[src/design/mt_pkg.sv]
// constants, types and word functions of the mersenne twister generator
package mt_pkg;

    localparam int STATE_WORDS = 624;
    localparam int IDX_W = $clog2(STATE_WORDS);
    localparam int MT_SHIFT = 397;

    localparam logic [IDX_W-1:0] IDX_LAST = IDX_W'(STATE_WORDS - 1);
    localparam logic [IDX_W-1:0] IDX_SHIFT = IDX_W'(MT_SHIFT);
    localparam logic [IDX_W-1:0] IDX_WRAP = IDX_W'(STATE_WORDS - MT_SHIFT);

    localparam logic [31:0] MT_MULT = 32'd1812433253;
    localparam logic [31:0] MT_UPPER = 32'h8000_0000;
    localparam logic [31:0] MT_LOWER = 32'h7fff_ffff;
    localparam logic [31:0] MT_MATRIX = 32'd2567483615;
    localparam logic [31:0] MT_TEMPER_B = 32'd2636928640;
    localparam logic [31:0] MT_TEMPER_C = 32'd4022730752;
    localparam logic [31:0] MT_DEFAULT_SEED = 32'd5489;

    localparam logic [1:0] OP_RESEED = 2'd0;
    localparam logic [1:0] OP_DRAW32 = 2'd1;
    localparam logic [1:0] OP_DRAW64 = 2'd2;
    localparam logic [1:0] OP_UNUSED = 2'd3;

    typedef logic [IDX_W-1:0] idx_t;

    typedef struct packed {
        logic        en;
        idx_t        addr;
        logic [31:0] data;
    } ram_wr_t;

    typedef struct packed {
        logic en;
        idx_t addr_a;
        idx_t addr_b;
    } ram_rd_t;

    function automatic idx_t idx_inc(input idx_t i);
        idx_t r;
        if (i == IDX_LAST)
        begin
            r = '0;
        end
        else
        begin
            r = i + idx_t'(1);
        end
        return r;
    endfunction

    function automatic idx_t idx_far(input idx_t i);
        idx_t r;
        if (i >= IDX_WRAP)
        begin
            r = i - IDX_WRAP;
        end
        else
        begin
            r = i + IDX_SHIFT;
        end
        return r;
    endfunction

    function automatic logic [31:0] twist(input logic [31:0] cur, input logic [31:0] nxt,
                                          input logic [31:0] far);
        logic [31:0] y;
        logic [31:0] v;
        y = (cur & MT_UPPER) | (nxt & MT_LOWER);
        v = far ^ (y >> 1);
        if (y[0])
        begin
            v = v ^ MT_MATRIX;
        end
        return v;
    endfunction

    function automatic logic [31:0] temper(input logic [31:0] w);
        logic [31:0] y;
        y = w;
        y = y ^ (y >> 11);
        y = y ^ ((y << 7) & MT_TEMPER_B);
        y = y ^ ((y << 15) & MT_TEMPER_C);
        y = y ^ (y >> 18);
        return y;
    endfunction

endpackage

[src/design/mt_seeder.sv]
// seed expansion: one state word per cycle into the memory
module mt_seeder
    import mt_pkg::*;
(
    input  logic        clk,
    input  logic        rst_n,
    input  logic        start,
    input  logic [31:0] seed,
    output logic        busy,
    output ram_wr_t     wr
);

    logic        busy_reg;
    logic        busy_next;
    idx_t        cnt_reg;
    idx_t        cnt_next;
    logic [31:0] word_reg;
    logic [31:0] word_next;
    logic [31:0] mix;
    logic [31:0] prod;

    assign mix  = word_reg ^ (word_reg >> 30);
    assign prod = mix * MT_MULT;

    always_comb
    begin
        busy_next = busy_reg;
        cnt_next  = cnt_reg;
        word_next = word_reg;
        if (start)
        begin
            busy_next = 1'b1;
            cnt_next  = '0;
            word_next = seed;
        end
        else if (busy_reg)
        begin
            cnt_next  = idx_inc(cnt_reg);
            word_next = prod + {{(32-IDX_W){1'b0}}, cnt_reg} + 32'd1;
            if (cnt_reg == IDX_LAST)
            begin
                busy_next = 1'b0;
            end
        end
    end

    always_ff @(posedge clk or negedge rst_n)
    begin
        if (!rst_n)
        begin
            busy_reg <= 1'b1;
            cnt_reg  <= '0;
            word_reg <= MT_DEFAULT_SEED;
        end
        else
        begin
            busy_reg <= busy_next;
            cnt_reg  <= cnt_next;
            word_reg <= word_next;
        end
    end

    assign busy    = busy_reg;
    assign wr.en   = busy_reg;
    assign wr.addr = cnt_reg;
    assign wr.data = word_reg;

endmodule

[config.mk]
export PLATFORM = sky130hd
export DESIGN_NAME = mt_seeder
export DESIGN_NICKNAME = d
export VERILOG_FILES = /design/src/design/mt_pkg.sv /design/src/design/mt_seeder.sv
export SDC_FILE = /design/constraint.sdc
export NUM_CORES = 1
export LEC_CHECK = 0
export ABC_AREA = 1
export BUFFER_PORTS_ARGS = -buffer_cell sky130_fd_sc_hd__buf_2
export CORE_ASPECT_RATIO = 1.25
export CORE_UTILIZATION = 65
export CTS_CLUSTER_SIZE = 8
export DETAILED_ROUTE_END_ITERATION = 16
export PLACE_DENSITY_LB_ADDON = 0.08
export SYNTH_ARGS = -nofsm -noshare
export SYNTH_HDL_FRONTEND = slang
export SYNTH_SLANG_ARGS = --single-unit
[constraint.sdc]
create_clock -name clk -period 17.9 [get_ports clk]
set_input_delay 2.685 -clock clk [delete_from_list [all_inputs] [get_ports clk]]
set_output_delay 2.685 -clock clk [all_outputs]
set_load 0.02 [all_outputs]
# Word-level counts from Yosys, hierarchy flattened
# Cells that the tools add are included.
# word_totals
romBits	0
register_bits	43
ram_bits	0
mem_count	0
latchBits	0
wordCells	18
# op_classes
add_sub_neg	3
n_eq_ne	1
multipliers	1
bitwise	1
shifts	0
div	0
n_lt_le_gt_ge	0
n_reduce_logical	1
mux	8
# ops
cell	n
$mux W32	2
$add A32 B1 Y32 const B	1
$add A32 B10 Y32	1
$mul A32 B31 Y32 const B	1
$xor A32 B2 Y32	1
$mux W10	3
$add A10 B1 Y10 const B	1
$eq A10 B10 Y1 const B	1
$mux W1	3
$reduce_bool A2 Y1	1

# Depth between registers and ports, before layout
# Gate-level depths: netlist of the first run.
# logic_depth
ltp_word	6
mapped_depth	30
ltp_nobuf	30

# Worst setup path after synthesis of the first run
# OpenSTA, ideal clock, no wires.
# synth_path
path_kind	register -> register
from	register word_reg[31]
to	register word_reg[31]
setup_ps	117
n_path_buf	0
arrival_ps	5754
setup_slack_ps	12029
required_time_ps	17783
path_stages_with_launch	28
path_cell_list	dfrtp_1 > xnor2_1 > xnor2_1 > inv_1 > ha_1 > or2_2 > ha_1 > inv_1 > fa_1 > inv_1 > ha_1 > fa_1 > fa_1 > fa_1 > inv_1 > fa_1 > inv_1 > ha_1 > a21oi_1 > o21bai_1 > a21oi_1 > o21ai_0 > a21oi_1 > inv_1 > nand2_1 > nand3_1 > nand2_1 > nand2_1
# synth_between
elab_chain_cells	6
# synth_rtl
item	line_no	text
start: declaration	mt_seeder.sv:17	logic [31:0] word_reg;
start signal: assignment	mt_seeder.sv:59	word_reg <= word_next;
$xor A32 B2 Y32	mt_seeder.sv:22	assign mix = word_reg ^ (word_reg >> 30);
$mul A32 B31 Y32	mt_seeder.sv:23	assign prod = mix * MT_MULT;
$add A32 B10 Y32	mt_seeder.sv:39	word_next = prod + {{(32-IDX_W){1'b0}}, cnt_reg} + 32'd1;
$add A32 B1 Y32	mt_seeder.sv:39	
$mux W32	mt_seeder.sv:36	else if (busy_reg)
$mux W32	mt_seeder.sv:30	if (start)
# No other way between the ends. The select of a mux whose other input is x is not followed.
# A chain may end at the register's enable or synchronous reset.

# Worst setup path in the final report of the first run
# layout_path
from	register word_reg[31]
to	register word_reg[29]
# Same word-level chain as after synthesis.

==> results of run 1 <==
## cells in the mapped netlist, types with 2 or more instances
cell | number | share of area
clkbuf_1 | 13 | 0.0045
o21a_1 | 4 | 0.0028
nor4_1 | 3 | 0.0017
nor3_1 | 6 | 0.0028
o21ai_1 | 12 | 0.0055
nor2_2 | 2 | 0.0011
or2_1 | 2 | 0.0011
nand3_1 | 33 | 0.015
o21ai_0 | 46 | 0.021
a21oi_1 | 52 | 0.024
o211ai_1 | 5 | 0.0034
nand2_1 | 171 | 0.059
nor2_1 | 66 | 0.023
o21ai_2 | 3 | 0.0024
inv_1 | 327 | 0.11
o22ai_1 | 9 | 0.0052
nand3b_1 | 3 | 0.0021
dfstp_2 | 8 | 0.019
inv_2 | 3 | 0.0010
o21bai_1 | 5 | 0.0034
ha_1 | 238 | 0.27
a31o_1 | 3 | 0.0024
nand4_1 | 11 | 0.0063
dfrtp_1 | 35 | 0.080
a21o_1 | 5 | 0.0034
fa_1 | 154 | 0.28
xnor2_1 | 14 | 0.011
or2_2 | 2 | 0.0011
nand2_2 | 4 | 0.0023
xor2_1 | 16 | 0.013
## cell usage in the layout (no fill, tap or decap), types with 2 or more instances in the layout
| cell | n |
|---|---|
| nand3_1 | 33 |
| nand3b_1 | 3 |
| or2_1 | 2 |
| o21ai_0 | 46 |
| o21ai_1 | 12 |
| inv_1 | 327 |
| o21ai_2 | 3 |
| xnor2_1 | 14 |
| or2_2 | 2 |
| a21oi_1 | 52 |
| o22ai_1 | 9 |
| bufinv_16 | 2 |
| o211ai_1 | 5 |
| inv_2 | 3 |
| ha_1 | 238 |
| clkbuf_16 | 5 |
| nor3_1 | 6 |
| buf_4 | 2 |
| dfstp_2 | 8 |
| dfrtp_1 | 35 |
| o21a_1 | 4 |
| buf_2 | 78 |
| nor4_1 | 3 |
| nand2_2 | 4 |
| nand2_1 | 171 |
| o21bai_1 | 5 |
| nor2_4 | 2 |
| a21o_1 | 5 |
| xor2_1 | 16 |
| nand4_1 | 11 |
| fa_1 | 154 |
| a31o_1 | 3 |
| nor2_1 | 66 |
## worst paths after layout
| check | startpoint | end | slack, ns |
|---|---|---|---|
| max | word_reg[31] | word_reg[29] | 11.26 |
| min | busy | busy | 0.51 |
| max reg2reg | word_reg[31] | word_reg[29] | 11.26 |
| min reg2reg | busy | busy | 0.51 |
| max in group asynchronous | rst_n | word_reg[13] | 14.66 |
| min in group asynchronous | rst_n | word_reg[30] | 2.58 |
## tightest hold or removal path, delay by kind of cell, from the launching register on
family           cells  cell delay, ns
DFF                  1            0.40
and+or+nand+nor      2            0.11
## cells by family after synthesis
logic type               share of synthesized area
flip-flops                                 0.09959
XOR/XNOR                                   0.02409
buffers and inverters                       0.1196
AND/OR/NAND/NOR                             0.1186
adder cells (fa/ha/maj)                     0.5558
AO/OA/AOI/OAI                              0.08238
## area by class of cell
class                           instances  share of cell area
Clock buffer                            6             0.01100
Clock inverter                          2            0.005127
Multi-Input combinational cell        883              0.7274
Sequential cell                        43             0.09272
Inverter                              331              0.1061
Tap cell                              216             0.02307
Timing Repair Buffer                   80             0.03461
## metal layers
layer	share of wire	wire [µm]
met1	0.39	11770
met5	0	0
met2	0.50	15140
met3	0.052	1566
met4	0.054	1636
## per-stage QoR
stage,std cells,hold slack (ns),area (µm²),setup WS [ns],util
4_1_cts,1561,0.5139,11710,11.22,0.7173
2_1_floorplan,1272,0.5198,10910,12.03,-
3_3_place_gp,1553,0.4919,11520,11.31,0.7057
3_5_place_dp,1553,0.5037,11520,11.24,0.7057
5_1_grt,1561,0.5313,11710,10.80,0.7173
6_report,1561,0.5103,11710,11.26,0.7173
==> out/metrics.csv, run 1 <==
stage,metric,value,unit
global_routing,use_met2,0.6553,
critical_path,cp-start-kind,register,
critical_path,crit_family,adder cells,
sta,setup_viol,0,
global_routing,track_usage,0.3698,
layout,multiInputGateArea,8521,µm²
sta,relSlewSlack,0.2952,
layout,areaGrowthSynthToFinish,7.411,%
die,fp.dieArea,17300,µm²
die,num_rows,52,
sta,fin_setup_tns,0,ns
placed_design,dpl.hpwl,25140,µm
clocking,cts_root_buf,clkbuf_16,
layout,drive_above_1_share,0.08625,
critical_path,critical_path.slowest_cell,fa_1,
die,die_w,117.9,µm
clocking,clk_pin_slew,0.06,ns
sta,period_minus_slack,6.643,ns
critical_path,cp-end-kind,register,
global_routing,busiest_layer,met2,
logic_synthesis,yosysWarnings,0,
logic_synthesis,avgSynthCellArea,8.573,µm²
die,dieHeight,146.8,µm
detailed_routing,dr.pass1.iters,6,
die,core_area,16330,µm²
logic_synthesis,ys_ff_latch,43,
critical_path,path_class,reg -> reg,
critical_path,worst-path-stages,27,
detailed_routing,wl_per_cell,19.29,µm
layout,fin_nets,1771,
placed_design,numPortBuffers,78,
logic_synthesis,syn_inst,1272,
layout,ff_latch_area,1086,µm²
global_routing,grt_max_degree,53,
placed_design,place.gp.congestion,0.9400,
clocking,cts_tree,done,
critical_path,crit_top_cell,inv_1,
die,initial_core_util,0.6678,
detailed_routing,drt_wl_total,30110,µm
logic_synthesis,synth-edff-count,0,
global_routing,grt_remaining_overflow,0,
clocking,cts_setup_buffers,0,
global_routing,grtUsageMet1,0.4403,
logic_synthesis,synth_flop_cell,dfrtp_1,
critical_path,cp_data_arrival_time,6.83,ns
logic_synthesis,synth.distinct_cells,47,
global_routing,antenna_found_initial,0,
logic_synthesis,seq_area_frac_synth,0.09959,
sta,clock_skew,0.006884,ns
sta,final_hold_viol_count,0,
detailed_routing,antenna_left,0,
min_path,whs_path_depth,2,
die,ios,79,
clocking,h-tree-depth,2,
critical_path,reg2reg_depth,27,
critical_path,path_buf_inv,6,
min_path,hp-class,reg -> reg,
detailed_routing,drc_errors,0,
clocking,clock-sinks,43,
detailed_routing,vias_per_cell,5.584,
critical_path,required,18.08,ns
clocking,numCtsBuffers,5,
clocking,clock_path_buffers,2,
global_routing,grt_first_pass_wirelength,48430,µm
detailed_routing,drt_iter0_drc,451,
job,maxCapViolCount,0,
logic_synthesis,synthesis.nets,1699,
clocking,hold_buffers,0,
detailed_routing,vias,8716,
outcome,status,completed,
logic_synthesis,async_flop_share,1.000,
sta,post-route-period-util,0.3711,
sta,finalMaxSlewViolations,0,
layout,largest_reg_flops,32,
layout,diodes,0,
logic_synthesis,netlist_area,10910,µm²
global_routing,grtUsageMet3,0.04814,
clocking,ctsResizeCount,0,
critical_path,critPathMaxStageDelay,0.53,ns
critical_path,worstPathMaxFanout,5,
sta,max_slew.worst_pin.slew,1.057,ns
sta,fmax,150.5,MHz
layout,final.fill_count,1284,
clocking,clock_latency,0.30,ns
sta,rsz0062_at_grt,false,
global_routing,grt_pass1_vias,9308,
Power of run 1 is left out: the tool's default activity adds up to more than one toggle a clock period on the data nets, which glitch-free logic cannot reach.
==> run 2, diff against run 1 <==
--- a/config.mk
+++ b/config.mk
@@ -8,7 +8,7 @@
 export ABC_AREA = 1
 export BUFFER_PORTS_ARGS = -buffer_cell sky130_fd_sc_hd__buf_2
 export CORE_ASPECT_RATIO = 1.25
-export CORE_UTILIZATION = 65
+export CORE_UTILIZATION = 58
 export CTS_CLUSTER_SIZE = 8
 export DETAILED_ROUTE_END_ITERATION = 16
 export PLACE_DENSITY_LB_ADDON = 0.08
==> constraint.sdc (replaced) <==
create_clock -name clk -period 5.72 [get_ports clk]
set_input_delay 0.858 -clock clk [delete_from_list [all_inputs] [get_ports clk]]
set_output_delay 0.858 -clock clk [all_outputs]
set_load 0.02 [all_outputs]
==> run 2 against run 1 <==
The run now ends with setup timing left. Worst hold slack improved by 0.0047 ns. Critical path depth decreased by 2. Setup slack worse by 11 ns. Register-to-register slack worse by 11 ns. Wire length grew 11%. Critical path type unchanged. Non-clock buffer count is 135 higher. Sequential share of layout area down 1.1 points. Die area increased by 12%. Clock skew increased by 0.013 ns. Fmax increased by 13%. Final cell count up 9.4%. Design area up 15%.
==> out/metrics.csv, run 2 (synthesis gave the netlist of run 1 again) <==
stage,metric,value,unit,change
die,ios,79,,unchanged
layout,ff_latch_area,1097,µm²,+1.0%
layout,fin_nets,1906,,+7.6%
critical_path,critPathMaxStageDelay,0.57,ns,+0.04 ns
sta,rsz0062_at_grt,true,,
placed_design,place.gp.congestion,0.9679,,+3.0%
outcome,status,"complete, but fails checks",,
detailed_routing,vias_per_cell,5.419,,-3.0%
critical_path,r2r_start,word_reg[12],,
layout,final.fill_count,1448,,+13%
global_routing,grt_max_degree,47,,-11%
critical_path,critical_path.slowest_cell,dfstp_2,,
critical_path,path_class,reg -> reg,,
die,dieHeight,155.3,µm,+5.8%
critical_path,worst_r2r_endpoint,word_reg[24],,
detailed_routing,dr.pass1.iters,5,,-1
global_routing,grt_first_pass_wirelength,52070,µm,+7.5%
clocking,hold_buffers,0,,unchanged
layout,fin_util,0.7380,,+0.02069
sta,max_slew.worst_pin.slew,0.6672,ns,-0.3901 ns
clocking,h-tree-depth,2,,unchanged
die,core_area,18240,µm²,+12%
placed_design,dpl_cell_area,12490,µm²,+8.4%
detailed_routing,drt_wl_total,33430,µm,+11%
clocking,clk_pin_slew,0.07,ns,about the same
critical_path,rrSetupSlack,-0.17,ns,-11.42 ns
detailed_routing,wl_per_cell,19.57,µm,+1.5%
critical_path,worstPathMaxFanout,4,,-1
min_path,hp-start,busy,,
layout,final_common_cell,inv_1,,
job,maxCapViolCount,0,,unchanged
detailed_routing,route.met3.wl,1324,µm,-15%
clocking,clock_path_buffers,2,,unchanged
layout,drive_above_1_share,0.2541,,+0.1678
clocking,numCtsBuffers,5,,unchanged
layout,multiInputGateArea,9211,µm²,+8.1%
layout,largest_reg_flops,32,,unchanged
sta,post-route-period-util,1.029,,+0.6579
clocking,clock-sinks,43,,unchanged
global_routing,track_usage,0.3578,,-0.01200
die,die_w,124.6,µm,+5.8%
detailed_routing,dr_wl_met2,17370,µm,+15%
die,fp.dieArea,19360,µm²,+12%
sta,period_minus_slack,5.886,ns,-0.7572 ns
critical_path,path_buf_inv,7,,+1
placed_design,numPortBuffers,78,,unchanged
critical_path,required,5.97,ns,-12.11 ns
sta,fmax,169.9,MHz,+13%
detailed_routing,vias,9255,,+6.2%
clocking,cts_tree,done,,
critical_path,cp_data_arrival_time,6.14,ns,-0.69 ns
min_path,whs_path_depth,2,,unchanged
clocking,clock_latency,0.32,ns,+0.02 ns
layout,diodes,0,,unchanged
detailed_routing,routed.top_layer,met4,,
sta,setup_ws,-0.1659,ns,-11.42 ns
critical_path,cp-start-kind,register,,
layout,areaGrowthSynthToFinish,23.41,%,
sta,clock_skew,0.01965,ns,+0.01277 ns
sta,holdWs,0.5150,ns,+0.004738 ns
detailed_routing,drc_errors,0,,unchanged
outcome,failed_checks,setup timing,,
layout,finalInstanceArea,13460,µm²,+15%
min_path,hp-class,reg -> reg,,
min_path,hold_end,busy,,
clocking,cts_root_buf,clkbuf_16,,
layout,final_cell_mix,"310 x inv_1, 210 x ha_1, 158 x nand2_1",,
global_routing,grt_pass1_vias,9919,,+6.6%
critical_path,crit_family,adder cells,,
detailed_routing,antenna_left,0,,unchanged
critical_path,reg2reg_depth,25,,-7.4%
sta,relSlewSlack,0.5552,,+0.2600
detailed_routing,met1Wirelength,12980,µm,+10%
global_routing,antenna_found_initial,0,,unchanged
critical_path,crit_top_cell,fa_1,,
die,initial_core_util,0.5980,,-0.06978
detailed_routing,drt_iter0_drc,516,,+14%
placed_design,dpl.hpwl,27830,µm,+11%
die,num_rows,55,,+5.8%
sta,finalMaxSlewViolations,0,,unchanged
sta,final_hold_viol_count,0,,unchanged
global_routing,grt_remaining_overflow,0,,unchanged
sta,setup_viol,13,,+13
critical_path,cp-end-kind,register,,
## run 2: per-stage QoR
stage	setup TNS, ns	setup WS (ns)	std cells
finish	-1.285	-0.1659	1708
global route	-4.255	-0.3898	1708
CTS	-1.730	-0.2309	1695
detailed placement	-3.749	-0.4183	1676
global placement	-2.914	-0.3602	1676
floorplan	0	0.004520	1272
## run 2: how the worst max path moves through the flow
| stage | from | to | slack, ns | depth (start not counted) |
|---|---|---|---|---|
| 5_1_grt | word_reg[0] | word_reg[27] | -0.39 | 28 |
| 3_5_place_dp | word_reg[13] | word_reg[24] | -0.42 | 22 |
| 4_1_cts | word_reg[0] | word_reg[27] | -0.23 | 27 |
| 2_1_floorplan | word_reg[12] | word_reg[31] | 0.005 | 23 |
| 3_3_place_gp | word_reg[0] | word_reg[27] | -0.36 | 25 |
| 6_report | word_reg[12] | word_reg[24] | -0.17 | 25 |
## run 2: what timing repair did
action                     CTS  global route
pin swaps                   37            61
gates resized for setup     72            87
setup buffers               11            15
setup endpoints to repair   14            21
## run 2: layout make-up
class                           count  share of cell area
Multi-Input combinational cell    883              0.6845
Timing Repair Buffer              215              0.1100
Inverter                          331             0.09232
Sequential cell                    43             0.08154
Tap cell                          228             0.02120
Clock buffer                        6            0.009576
Clock inverter                      2           0.0009297
## run 2: worst register-to-register path, cell delays in order, from the launching register on
cell and delay, ns:
dfstp_2 0.57, ha_4 0.22, ha_4 0.21, fa_1 0.52
inv_1 0.05, fa_1 0.48, inv_1 0.05, fa_1 0.47
inv_1 0.05, fa_1 0.52, inv_2 0.05, fa_1 0.47
inv_1 0.05, fa_1 0.48, inv_2 0.05, ha_4 0.27
a21oi_4 0.15, buf_4 0.12, o21ai_1 0.06, a21oi_2 0.18
nand3_2 0.16, a21o_1 0.22, or2_1 0.24, nand3_2 0.08
nand2_1 0.06, nand2_1 0.06
## run 2: metal layers
| layer | global-route usage | vias up |
|---|---|---|
| met3 | 0.03611 | 91 |
| met5 | 0 | - |
| met2 | 0.6632 | 275 |
| met1 | 0.4164 | 4484 |
| li1 | - | 4405 |
| met4 | 0.1583 | 0 |
Power of run 2 is left out for the same reason.
